--- config.mk ---
export PLATFORM = sky130hd
export DESIGN_NAME = dc_link_precharge_control_core
export DESIGN_NICKNAME = d
export VERILOG_FILES = /design/src/design/dlpc_pkg.sv /design/src/design/dc_link_precharge_control_core.sv /design/src/design/dlpc_csr.sv /design/src/design/dlpc_step.sv
export SDC_FILE = /design/constraint.sdc
export NUM_CORES = 1
export LEC_CHECK = 0
export ABC_AREA = 1
export BUFFER_PORTS_ARGS = -buffer_cell sky130_fd_sc_hd__buf_4
export CORE_ASPECT_RATIO = 0.8
export CORE_MARGIN = 1.5
export CORE_UTILIZATION = 45
export CTS_CLUSTER_SIZE = 28
export DETAILED_ROUTE_END_ITERATION = 10
export GPL_TIMING_DRIVEN = 0
export PLACE_DENSITY = 0.71
export SYNTH_ARGS = -nofsm -noshare
export SYNTH_HDL_FRONTEND = slang
export SYNTH_SLANG_ARGS = --single-unit
--- constraint.sdc ---
create_clock -name clock -period 5.6 [get_ports clock]
set_input_delay 0.28 -clock clock [delete_from_list [all_inputs] [get_ports clock]]
set_output_delay 0.28 -clock clock [all_outputs]
set_load 0.1 [all_outputs]
--- src/design/dlpc_pkg.sv ---
// Shared constants, codes and types for the DC-link precharge relay control.
// No dependencies.
`default_nettype none

package dlpc_pkg;

   localparam int VOLTAGE_BITS  = 24;
   localparam int SLOPE_SHIFT   = 11;
   localparam int SLOPE_BITS    = VOLTAGE_BITS + SLOPE_SHIFT;
   localparam int DWELL_BITS    = 32;
   localparam int ELAPSED_BITS  = 8;
   localparam int MODE_BITS     = 2;
   localparam int CSR_INDEX_BITS = 3;
   localparam int CSR_DATA_BITS = (SLOPE_BITS > DWELL_BITS) ? SLOPE_BITS : DWELL_BITS;

   localparam logic [MODE_BITS-1:0] MODE_OFF  = 2'd0;
   localparam logic [MODE_BITS-1:0] MODE_WAIT = 2'd1;
   localparam logic [MODE_BITS-1:0] MODE_ON   = 2'd2;

   localparam logic [CSR_INDEX_BITS-1:0] CSR_ENABLE        = 3'd0;
   localparam logic [CSR_INDEX_BITS-1:0] CSR_TURN_ON       = 3'd1;
   localparam logic [CSR_INDEX_BITS-1:0] CSR_TURN_OFF      = 3'd2;
   localparam logic [CSR_INDEX_BITS-1:0] CSR_DWELL_TIMEOUT = 3'd3;
   localparam logic [CSR_INDEX_BITS-1:0] CSR_SLOPE_LIMIT   = 3'd4;

   typedef struct packed {
      logic                           enable;
      logic signed [VOLTAGE_BITS-1:0] turn_on_voltage;
      logic signed [VOLTAGE_BITS-1:0] turn_off_voltage;
      logic [DWELL_BITS-1:0]          dwell_timeout_ms;
      logic [SLOPE_BITS-1:0]          slope_limit;
   } cfg_type;

   typedef struct packed {
      logic signed [VOLTAGE_BITS-1:0] link_voltage;
      logic signed [VOLTAGE_BITS-1:0] filtered_voltage;
      logic [ELAPSED_BITS-1:0]        elapsed_ms;
      logic                           drive_running;
   } item_type;

   typedef struct packed {
      logic [MODE_BITS-1:0]           mode;
      logic [MODE_BITS-1:0]           mode_seen_last;
      logic [DWELL_BITS-1:0]          dwell_counter;
      logic [SLOPE_BITS-1:0]          slope_value;
      logic signed [VOLTAGE_BITS-1:0] filtered_previous;
      logic                           relay;
      logic                           entered;
   } state_type;

endpackage

`default_nettype wire

--- src/design/dc_link_precharge_control_core.sv ---
// DC-link precharge relay control: an accepted req goes from the input register into the
// state register (the result register) once the result side is free; rsp_valid then rises.
// Throughput one transaction per cycle; a result not taken holds the state register and
// the input register, so req_ready drops only while a result waits with rsp_ready low.
// Synchronous active-high reset: relay open, mode off, timers and slope cleared,
// enable set, thresholds zero. Depends on dlpc_pkg, dlpc_csr, dlpc_step.
`default_nettype none

module dc_link_precharge_control_core
   import dlpc_pkg::*;
(
   input  wire logic                           clock,
   input  wire logic                           reset,
   input  wire logic                           req_valid,
   output logic                                req_ready,
   input  wire logic signed [VOLTAGE_BITS-1:0] req_link_voltage,
   input  wire logic signed [VOLTAGE_BITS-1:0] req_filtered_voltage,
   input  wire logic [ELAPSED_BITS-1:0]        req_elapsed_ms,
   input  wire logic                           req_drive_running,
   output logic                                rsp_valid,
   input  wire logic                           rsp_ready,
   output logic                                rsp_relay_closed,
   output logic [MODE_BITS-1:0]                rsp_mode,
   output logic                                rsp_just_entered,
   input  wire logic                           csr_write_enable,
   input  wire logic [CSR_INDEX_BITS-1:0]      csr_index,
   input  wire logic [CSR_DATA_BITS-1:0]       csr_write_data
);

   cfg_type   cfg;
   item_type  item_ff, item_in;
   logic      in_valid_ff, in_valid_in;
   state_type state_ff, state_in;
   state_type state_nxt;
   logic      rsp_valid_ff, rsp_valid_in;
   logic      advance;
   logic      req_accept;

   dlpc_csr u_csr (
      .clock            (clock),
      .reset            (reset),
      .csr_write_enable (csr_write_enable),
      .csr_index        (csr_index),
      .csr_write_data   (csr_write_data),
      .cfg              (cfg)
   );

   dlpc_step u_step (
      .cfg  (cfg),
      .item (item_ff),
      .st   (state_ff),
      .nxt  (state_nxt)
   );

   assign advance    = in_valid_ff && (!rsp_valid_ff || rsp_ready);
   assign req_ready  = !in_valid_ff || advance;
   assign req_accept = req_valid && req_ready;

   always_comb begin
      item_in = item_ff;
      if (req_accept) begin
         item_in.link_voltage     = req_link_voltage;
         item_in.filtered_voltage = req_filtered_voltage;
         item_in.elapsed_ms       = req_elapsed_ms;
         item_in.drive_running    = req_drive_running;
      end
      in_valid_in  = req_accept || (in_valid_ff && !advance);
      state_in     = advance ? state_nxt : state_ff;
      rsp_valid_in = advance || (rsp_valid_ff && !rsp_ready);
   end

   always_ff @(posedge clock) begin
      item_ff <= item_in;
   end

   always_ff @(posedge clock) begin
      if (reset) begin
         in_valid_ff  <= 1'b0;
         rsp_valid_ff <= 1'b0;
         state_ff     <= '{mode: MODE_OFF, mode_seen_last: MODE_OFF, default: '0};
      end else begin
         in_valid_ff  <= in_valid_in;
         rsp_valid_ff <= rsp_valid_in;
         state_ff     <= state_in;
      end
   end

   assign rsp_valid        = rsp_valid_ff;
   assign rsp_relay_closed = state_ff.relay;
   assign rsp_mode         = state_ff.mode;
   assign rsp_just_entered = state_ff.entered;

endmodule

`default_nettype wire

--- src/design/dlpc_csr.sv ---
// Configuration register file of the precharge relay control.
// Depends on dlpc_pkg.
`default_nettype none

module dlpc_csr
   import dlpc_pkg::*;
(
   input  wire logic                      clock,
   input  wire logic                      reset,
   input  wire logic                      csr_write_enable,
   input  wire logic [CSR_INDEX_BITS-1:0] csr_index,
   input  wire logic [CSR_DATA_BITS-1:0]  csr_write_data,
   output cfg_type                        cfg
);

   cfg_type cfg_ff, cfg_in;

   always_comb begin
      cfg_in = cfg_ff;
      if (csr_write_enable) begin
         unique case (csr_index)
            CSR_ENABLE:        cfg_in.enable = csr_write_data[0];
            CSR_TURN_ON:       cfg_in.turn_on_voltage = $signed(csr_write_data[VOLTAGE_BITS-1:0]);
            CSR_TURN_OFF:      cfg_in.turn_off_voltage = $signed(csr_write_data[VOLTAGE_BITS-1:0]);
            CSR_DWELL_TIMEOUT: cfg_in.dwell_timeout_ms = csr_write_data[DWELL_BITS-1:0];
            CSR_SLOPE_LIMIT:   cfg_in.slope_limit = csr_write_data[SLOPE_BITS-1:0];
            default:           cfg_in = cfg_ff;
         endcase
      end
   end

   always_ff @(posedge clock) begin
      if (reset) begin
         cfg_ff.enable           <= 1'b1;
         cfg_ff.turn_on_voltage  <= '0;
         cfg_ff.turn_off_voltage <= '0;
         cfg_ff.dwell_timeout_ms <= '0;
         cfg_ff.slope_limit      <= '0;
      end else begin
         cfg_ff <= cfg_in;
      end
   end

   assign cfg = cfg_ff;

endmodule

`default_nettype wire

--- src/design/dlpc_step.sv ---
// Next-state logic of the precharge relay state machine for one transaction.
// Depends on dlpc_pkg.
`default_nettype none

module dlpc_step
   import dlpc_pkg::*;
(
   input  wire cfg_type   cfg,
   input  wire item_type  item,
   input  wire state_type st,
   output state_type      nxt
);

   logic                          ent;
   logic [DWELL_BITS-1:0]         dwell_base;
   logic [DWELL_BITS:0]           dwell_sum;
   logic [DWELL_BITS-1:0]         dwell_sat;
   logic signed [VOLTAGE_BITS:0]  diff;
   logic [VOLTAGE_BITS:0]         mag;
   logic [SLOPE_BITS-1:0]         slope_new;
   logic                          above_on;
   logic                          below_off;
   logic                          above_off;

   always_comb begin
      ent        = (st.mode_seen_last != st.mode);
      dwell_base = ent ? '0 : st.dwell_counter;
      dwell_sum  = {1'b0, dwell_base} + {{(DWELL_BITS + 1 - ELAPSED_BITS){1'b0}}, item.elapsed_ms};
      dwell_sat  = dwell_sum[DWELL_BITS] ? '1 : dwell_sum[DWELL_BITS-1:0];

      diff = {item.filtered_voltage[VOLTAGE_BITS-1], item.filtered_voltage}
           - {st.filtered_previous[VOLTAGE_BITS-1], st.filtered_previous};
      mag  = diff[VOLTAGE_BITS] ? (~diff + 1'b1) : diff;
      slope_new = (item.elapsed_ms != '0)
                ? (SLOPE_BITS'(mag[VOLTAGE_BITS-1:0]) << SLOPE_SHIFT)
                : st.slope_value;

      above_on  = $signed(item.link_voltage) > $signed(cfg.turn_on_voltage);
      below_off = $signed(item.link_voltage) < $signed(cfg.turn_off_voltage);
      above_off = $signed(item.link_voltage) > $signed(cfg.turn_off_voltage);

      nxt = st;
      if (cfg.enable) begin
         nxt.mode_seen_last = st.mode;
         nxt.entered        = ent;
         unique case (st.mode)
            MODE_OFF: begin
               nxt.relay = 1'b0;
               if (above_on) nxt.mode = MODE_WAIT;
            end
            MODE_WAIT: begin
               nxt.relay         = 1'b0;
               nxt.dwell_counter = dwell_sat;
               nxt.slope_value   = slope_new;
               if (item.elapsed_ms != '0) nxt.filtered_previous = item.filtered_voltage;
               if (below_off) nxt.mode = MODE_OFF;
               if (dwell_sat >= cfg.dwell_timeout_ms && slope_new < cfg.slope_limit
                   && above_off) begin
                  nxt.mode          = MODE_ON;
                  nxt.dwell_counter = '0;
               end
            end
            MODE_ON: begin
               nxt.relay = 1'b1;
               if (below_off && !item.drive_running) nxt.mode = MODE_OFF;
            end
            default: begin
               nxt.mode = st.mode;
            end
         endcase
      end
   end

endmodule

`default_nettype wire

Yosys cells after proc, flatten, opt, wreduce, memory -nomap -nowiden
Cells that the tools add are included.
{"block": "classes", "addsub": 3, "order_cmp": 5, "n_eq_ne": 10, "muxes": 11, "bitwise_logic": 1, "n_reduce_logical": 32}
{"operator": "$mux W32", "n": 3}
{"operator": "$gt A24 B24 Y1", "n": 2}
{"operator": "$lt A35 B35 Y1", "n": 1}
{"operator": "$mux W35", "n": 1}
{"operator": "$add A32 B8 Y33", "n": 1}
{"operator": "$ge A32 B32 Y1", "n": 1}
{"operator": "$sub A24 B24 Y25", "n": 1}
{"operator": "$add A24 B1 Y24 const B", "n": 1}
{"operator": "$lt A24 B24 Y1", "n": 1}
{"operator": "$mux W24", "n": 1}
{"operator": "$not A24 Y24", "n": 1}
{"operator": "$reduce_and A2 Y1", "n": 6}
{"operator": "$mux W2", "n": 4}
{"operator": "$reduce_bool A8 Y1", "n": 1}
{"operator": "$logic_and A1 B1 Y1", "n": 7}
{"operator": "$eq A3 B2 Y1 const B", "n": 2}
{"operator": "$pmux W2 S3", "n": 1}
{"operator": "$reduce_and A3 Y1", "n": 2}
{"operator": "$reduce_and A6 Y1", "n": 1}
{"operator": "$logic_not A1 Y1", "n": 5}
{"operator": "$logic_or A1 B1 Y1", "n": 4}
{"operator": "$ne A2 B1 Y1 const B", "n": 2}
{"operator": "$reduce_and A4 Y1", "n": 1}
{"operator": "$eq A3 B1 Y1 const B", "n": 1}
{"operator": "11 further kinds", "n": 11}
{"block": "totals", "regBits": 272, "input_bits": 100, "out_inout_bits": 6, "word_cells": 80}

Depth between registers and ports, before layout
{"block": "depth", "depth_word": 10, "depth_mapped": 38, "mapped_depth_nobuf": 38}

Cells and area by module
From an unflattened synthesis, not the netlist that was laid out.
{"block": "unflattened", "cells_unflattened": 2922, "hier_area_um2": 19069.5}
{"module": "dlpc_step", "n_inst": 1, "cells_each": 1541, "area_each_um2": 8224.1, "seq_area_each_um2": 0.0}
{"module": "dc_link_precharge_control_core", "n_inst": 1, "cells_each": 706, "area_each_um2": 6148.4, "seq_area_each_um2": 3693.5}
{"module": "dlpc_csr", "n_inst": 1, "cells_each": 675, "area_each_um2": 4697.0, "seq_area_each_um2": 2322.2}

Least setup slack after synthesis
OpenSTA, ideal clock, no wires.
{"block": "synth_timing", "path_kind": "register -> register", "start": "register state_ff, in the netlist rsp_mode[1]", "end": "register state_ff[61] in the netlist's numbering", "setup_ns": 0.070, "t_arrival_ns": 4.480, "required_ns": 5.530, "setup_slack_ns": 1.049, "stages_incl_launch_ff": 31, "path_buffers": 4, "synth_period_minus_slack_ns": 4.551, "cell_sequence": "dfxtp_1 xnor2_1 nand2_2 buf_6 buf_6 clkbuf_1 nor2_1 ha_1 fa_1 nand3_1 nand3_1 a21oi_1 o21ai_2 nand3b_4 nor2_1 nand2_1 nor2_1 nand3_1 nand3_1 ha_1 a21oi_1 o21a_1 nand2_1 a21oi_1 nand3_1 nand2_1 nor2_1 nor2_1 clkbuf_1 o21ai_0 a21oi_1"}
{"block": "synth_between", "elab_chain_cells": 8, "word_cells_on_any_way": 10, "cone_classes": "add/sub (1); order compare (1); eq/ne (2); mux (3); reduce/logical (3)"}
{"item": "start: declaration", "line": "dc_link_precharge_control_core.sv:33", "rtl": "state_type state_ff, state_in;"}
{"item": "start signal: assignment", "line": "dc_link_precharge_control_core.sv:84", "rtl": "state_ff <= state_in;"}
{"item": "$ne A2 B2 Y1", "line": "dlpc_step.sv:26", "rtl": "ent = (st.mode_seen_last != st.mode);"}
{"item": "$mux W32", "line": "dlpc_step.sv:27", "rtl": "dwell_base = ent ? '0 : st.dwell_counter;"}
{"item": "$add A32 B8 Y33", "line": "dlpc_step.sv:28", "rtl": "dwell_sum = {1'b0, dwell_base} + {{(DWELL_BITS + 1 - ELAPSED_BITS){1'b0}}, item.elapsed_ms};"}
{"item": "$mux W32", "line": "dlpc_step.sv:29", "rtl": "dwell_sat = dwell_sum[DWELL_BITS] ? '1 : dwell_sum[DWELL_BITS-1:0];"}
{"item": "$ge A32 B32 Y1", "line": "dlpc_step.sv:57", "rtl": "if (dwell_sat >= cfg.dwell_timeout_ms && slope_new < cfg.slope_limit"}
{"item": "$logic_and A1 B1 Y1", "line": "dlpc_step.sv:57"}
{"item": "$logic_and A1 B1 Y1", "line": "dlpc_step.sv:58", "rtl": "&& above_off) begin"}
{"item": "$mux W32", "line": "dlpc_step.sv:57"}
Several ways; a longest one is shown, not always the timed one.
A chain may end at the register's enable or synchronous reset.

Worst setup path after layout
{"block": "layout_timing", "start": "register state_ff, in the netlist rsp_mode[0]", "end": "register state_ff[76] in the netlist's numbering"}
Same word-level chain as after synthesis.

==> impl_metrics.toml <==
[run_status]
status = "complete, no violations"

[synth]
synthesis.nets = 2555
synth_top_area_share_pct = 26.41
postSynthAreaPerCell_um2 = 7.079
synthArstFlopShare_pct = 0
yosysTopAreaCell = "dfxtp_1"
synth.distinct_cells = 42
synth.area.top_cells = "dfxtp_1 26%, ha_1 12%, nand2_1 11%, edfxtp_1 11%, inv_1 8.9%"
synth_enable_flop_cells = 57
yosysWarnings = 0
syn-cell-area_um2 = 16300
syn_inst = 2302
synth-seq-cells = 272
ys_seq_area_share_pct = 36.92
ys.flop_type = "dfxtp_1"

[timing]
finalSetupViolations = 0
min_period_ns = 5.262
min_period_over_period_pct = 93.96
finalHoldViolations = 0
hold-worst-slack_ns = 0.02503
fmaxAchievable_mhz = 190.1
tightest_slew_ns = 0.7330
fin_skew_ns = 0.05584
drv_slew = 0
slew_headroom_pct = 51.13
fin_ws_ns = 0.3383

[cells_and_area]
area_growth_pct = 19.33
fill_cells = 3316
regArea_um2 = 6018
diodes = 0
final_layout_size_suffix_gt1_share_pct = 7.942
fin_area_um2 = 19450
multi_input_area_um2 = 8506
finalNetCount = 2761

[floorplan]
die_h_um = 173.2
die_x_um = 215.8
die-area_um2 = 37370
core_um2 = 35760
num_io_pins = 106
num_rows = 62
initial_core_util_pct = 45.57

[global_route]
grt_pass1_vias = 14560
grt_pass1_wl_mm = 73.97
grt_use_total_pct = 24.42
grt_max_degree = 44
antenna_found_initial = 0
grt-ovfl-total = 0

[route]
drt-initial-drc-count = 1438
wl_per_cell_um = 15.42
final_antenna_net_count = 0
dr_total_vias = 15580
post-route-drc-count = 0
drt_wl_total_mm = 46.42
viasPerCell = 5.174
first_pass_iters = 5

[clock_tree]
clkTransAtPathRegs_ns = 0.06
cts_tree = "built"
numCtsBuffers = 30
post_cts_buffers = 0
clock_sinks = 272
clkLatencyLatePin_ns = 0.61
htreeDepth = 1
clk_path_buf_depth = 3
clock-root-buffer = "clkbuf_16"

[place]
post-place-ws_ns = -0.4244
dpl-instance-area_um2 = 17700
place_hpwl_mm = 36.25
gp_congestion = 0.9260
portBuffers = 104

[worst_setup_path]
end_kind = "flip-flop"
startpoint_type = "flip-flop"
required_ns = 6.03
worst_path_max_delay_cell = "fa_1"
crit_buf_inv = 3
critPathMaxFanout = 19
cp.arrival_ns = 5.69
crit_type = "flip-flop to flip-flop"
slowest_delay_ns = 0.42
path_delay_family = "simple AND/OR/NAND/NOR gates"

[min_path]
hp-class = "primary input to flip-flop"

[flow_run]
maxCapViolations = 0

[power]
powerDensity_nw_per_um2 = 264.4
p_leak_uw = 0.008598
max-vdd-ir-drop_uv = 271.4
==> layer usage <==
layer  GRT usage (%)  vias up  share of wire (%)
li1                -     7871                  -
met1           36.38     7174                 49
met4           5.653        0                2.0
met3           3.782       70                7.4
met2           36.86      465                 42
met5               0        -                  0
==> registers in the layout, indices dropped and copies added, names as in the netlist <==
register / cells
in_valid_ff: 1
item_ff: 57
rsp_valid: 1
rsp_mode: 2
state_ff: 93
u_csr.cfg: 116
rsp_relay_closed: 1
rsp_just_entered: 1
==> final cells by class <==
class / instances / share of cell area, %
plain buffers: 79 / 1.776
clock inverters: 11 / 0.7142
repair buffers: 175 / 7.721
inverters: 389 / 7.509
clock buffers: 44 / 4.504
flip-flops and latches: 272 / 30.95
well taps: 480 / 3.088
multi-input cells: 1561 / 43.74
==> cells in the mapped netlist (3+ instances only) <==
cell and n:
nand2_1 492, inv_1 387, a21oi_1 269, dfxtp_1 215, o21ai_0 196, nor2_1 168, ha_1 151, nand3_1 122
clkbuf_1 63, edfxtp_1 57, nand4_1 33, nor3_1 32, xnor2_1 12, nand3b_1 10, xor2_1 10, nand2_2 9
nor2_2 8, a21o_1 7, buf_1 7, o21bai_1 7, o21ai_1 5, a22oi_1 4, buf_6 4, o21a_1 4
buf_2 3, buf_4 3, nor2_4 3
==> worst min-delay path, cell delays in order <==
cell and delay, ns:
buf_4 0.09, o21ai_0 0.08, a21oi_1 0.10
==> final timing paths <==
kind                             startpoint                    endpoint  slack, ns  depth (start not counted)
setup / recovery   rsp_mode[0]$_SDFFE_PP0P_   state_ff[76]$_SDFFE_PP0P_       0.34                         30
hold / removal           csr_write_data[29]  u_csr.cfg[29]$_SDFFE_PP0P_       0.03                          3
hold reg to reg   state_ff[26]$_SDFFE_PP0P_   state_ff[26]$_SDFFE_PP0P_       0.44                          2
setup reg to reg   rsp_mode[0]$_SDFFE_PP0P_   state_ff[76]$_SDFFE_PP0P_       0.34                         30
==> power by group <==
| part | internal (µW) | switching, µW |
|---|---|---|
| logic | 384 | 629 |
| clock network | 1180 | 843 |
| registers | 2070 | 32.0 |
==> what timing repair did <==
action,CTS,global route
hold buffers,70,0
setup endpoints to repair,34,34
pin swaps,0,0
gates resized for setup,8,7
endpoints found under the hold margin,86,0
==> cells in the final DEF, fill, tap and decap left out, types with 32 or more instances in the layout <==
cell type        n
buf_4          107
nor2_1         165
nand3_1        122
clkbuf_1        68
clkbuf_16       32
nand4_1         33
a21oi_1        268
o21ai_0        195
edfxtp_1        57
ha_1           151
nor3_1          32
dlygate4sd3_1   70
nand2_1        492
dfxtp_1        213
inv_1          386
==> kinds of logic (layout without fill, tap and decap cells) <==
group / Yosys count / count (layout) / synth area share (%)
fa+ha+maj: 153 / 153 / 11.84
flops: 272 / 272 / 36.92
buf+inv: 469 / 698 / 11.08
compound gates: 498 / 498 / 15.74
simple gates: 887 / 887 / 23.07
xor+xnor: 23 / 23 / 1.351
==> per-stage QoR <==
stage / power [µW] / TNS (ns) / util, % / cells
2_1_floorplan: 2808 / 0 / - / 2302
3_3_place_gp: 3066 / -8.963 / 49.43 / 2886
3_5_place_dp: 3098 / -10.57 / 49.49 / 2887
4_1_cts: 5153 / 0 / 54.32 / 3012
5_1_grt: 5379 / -0.007863 / 54.38 / 3011
6_report: 5142 / 0 / 54.38 / 3011
No activity file was read; power rests on OpenSTA's default activity.
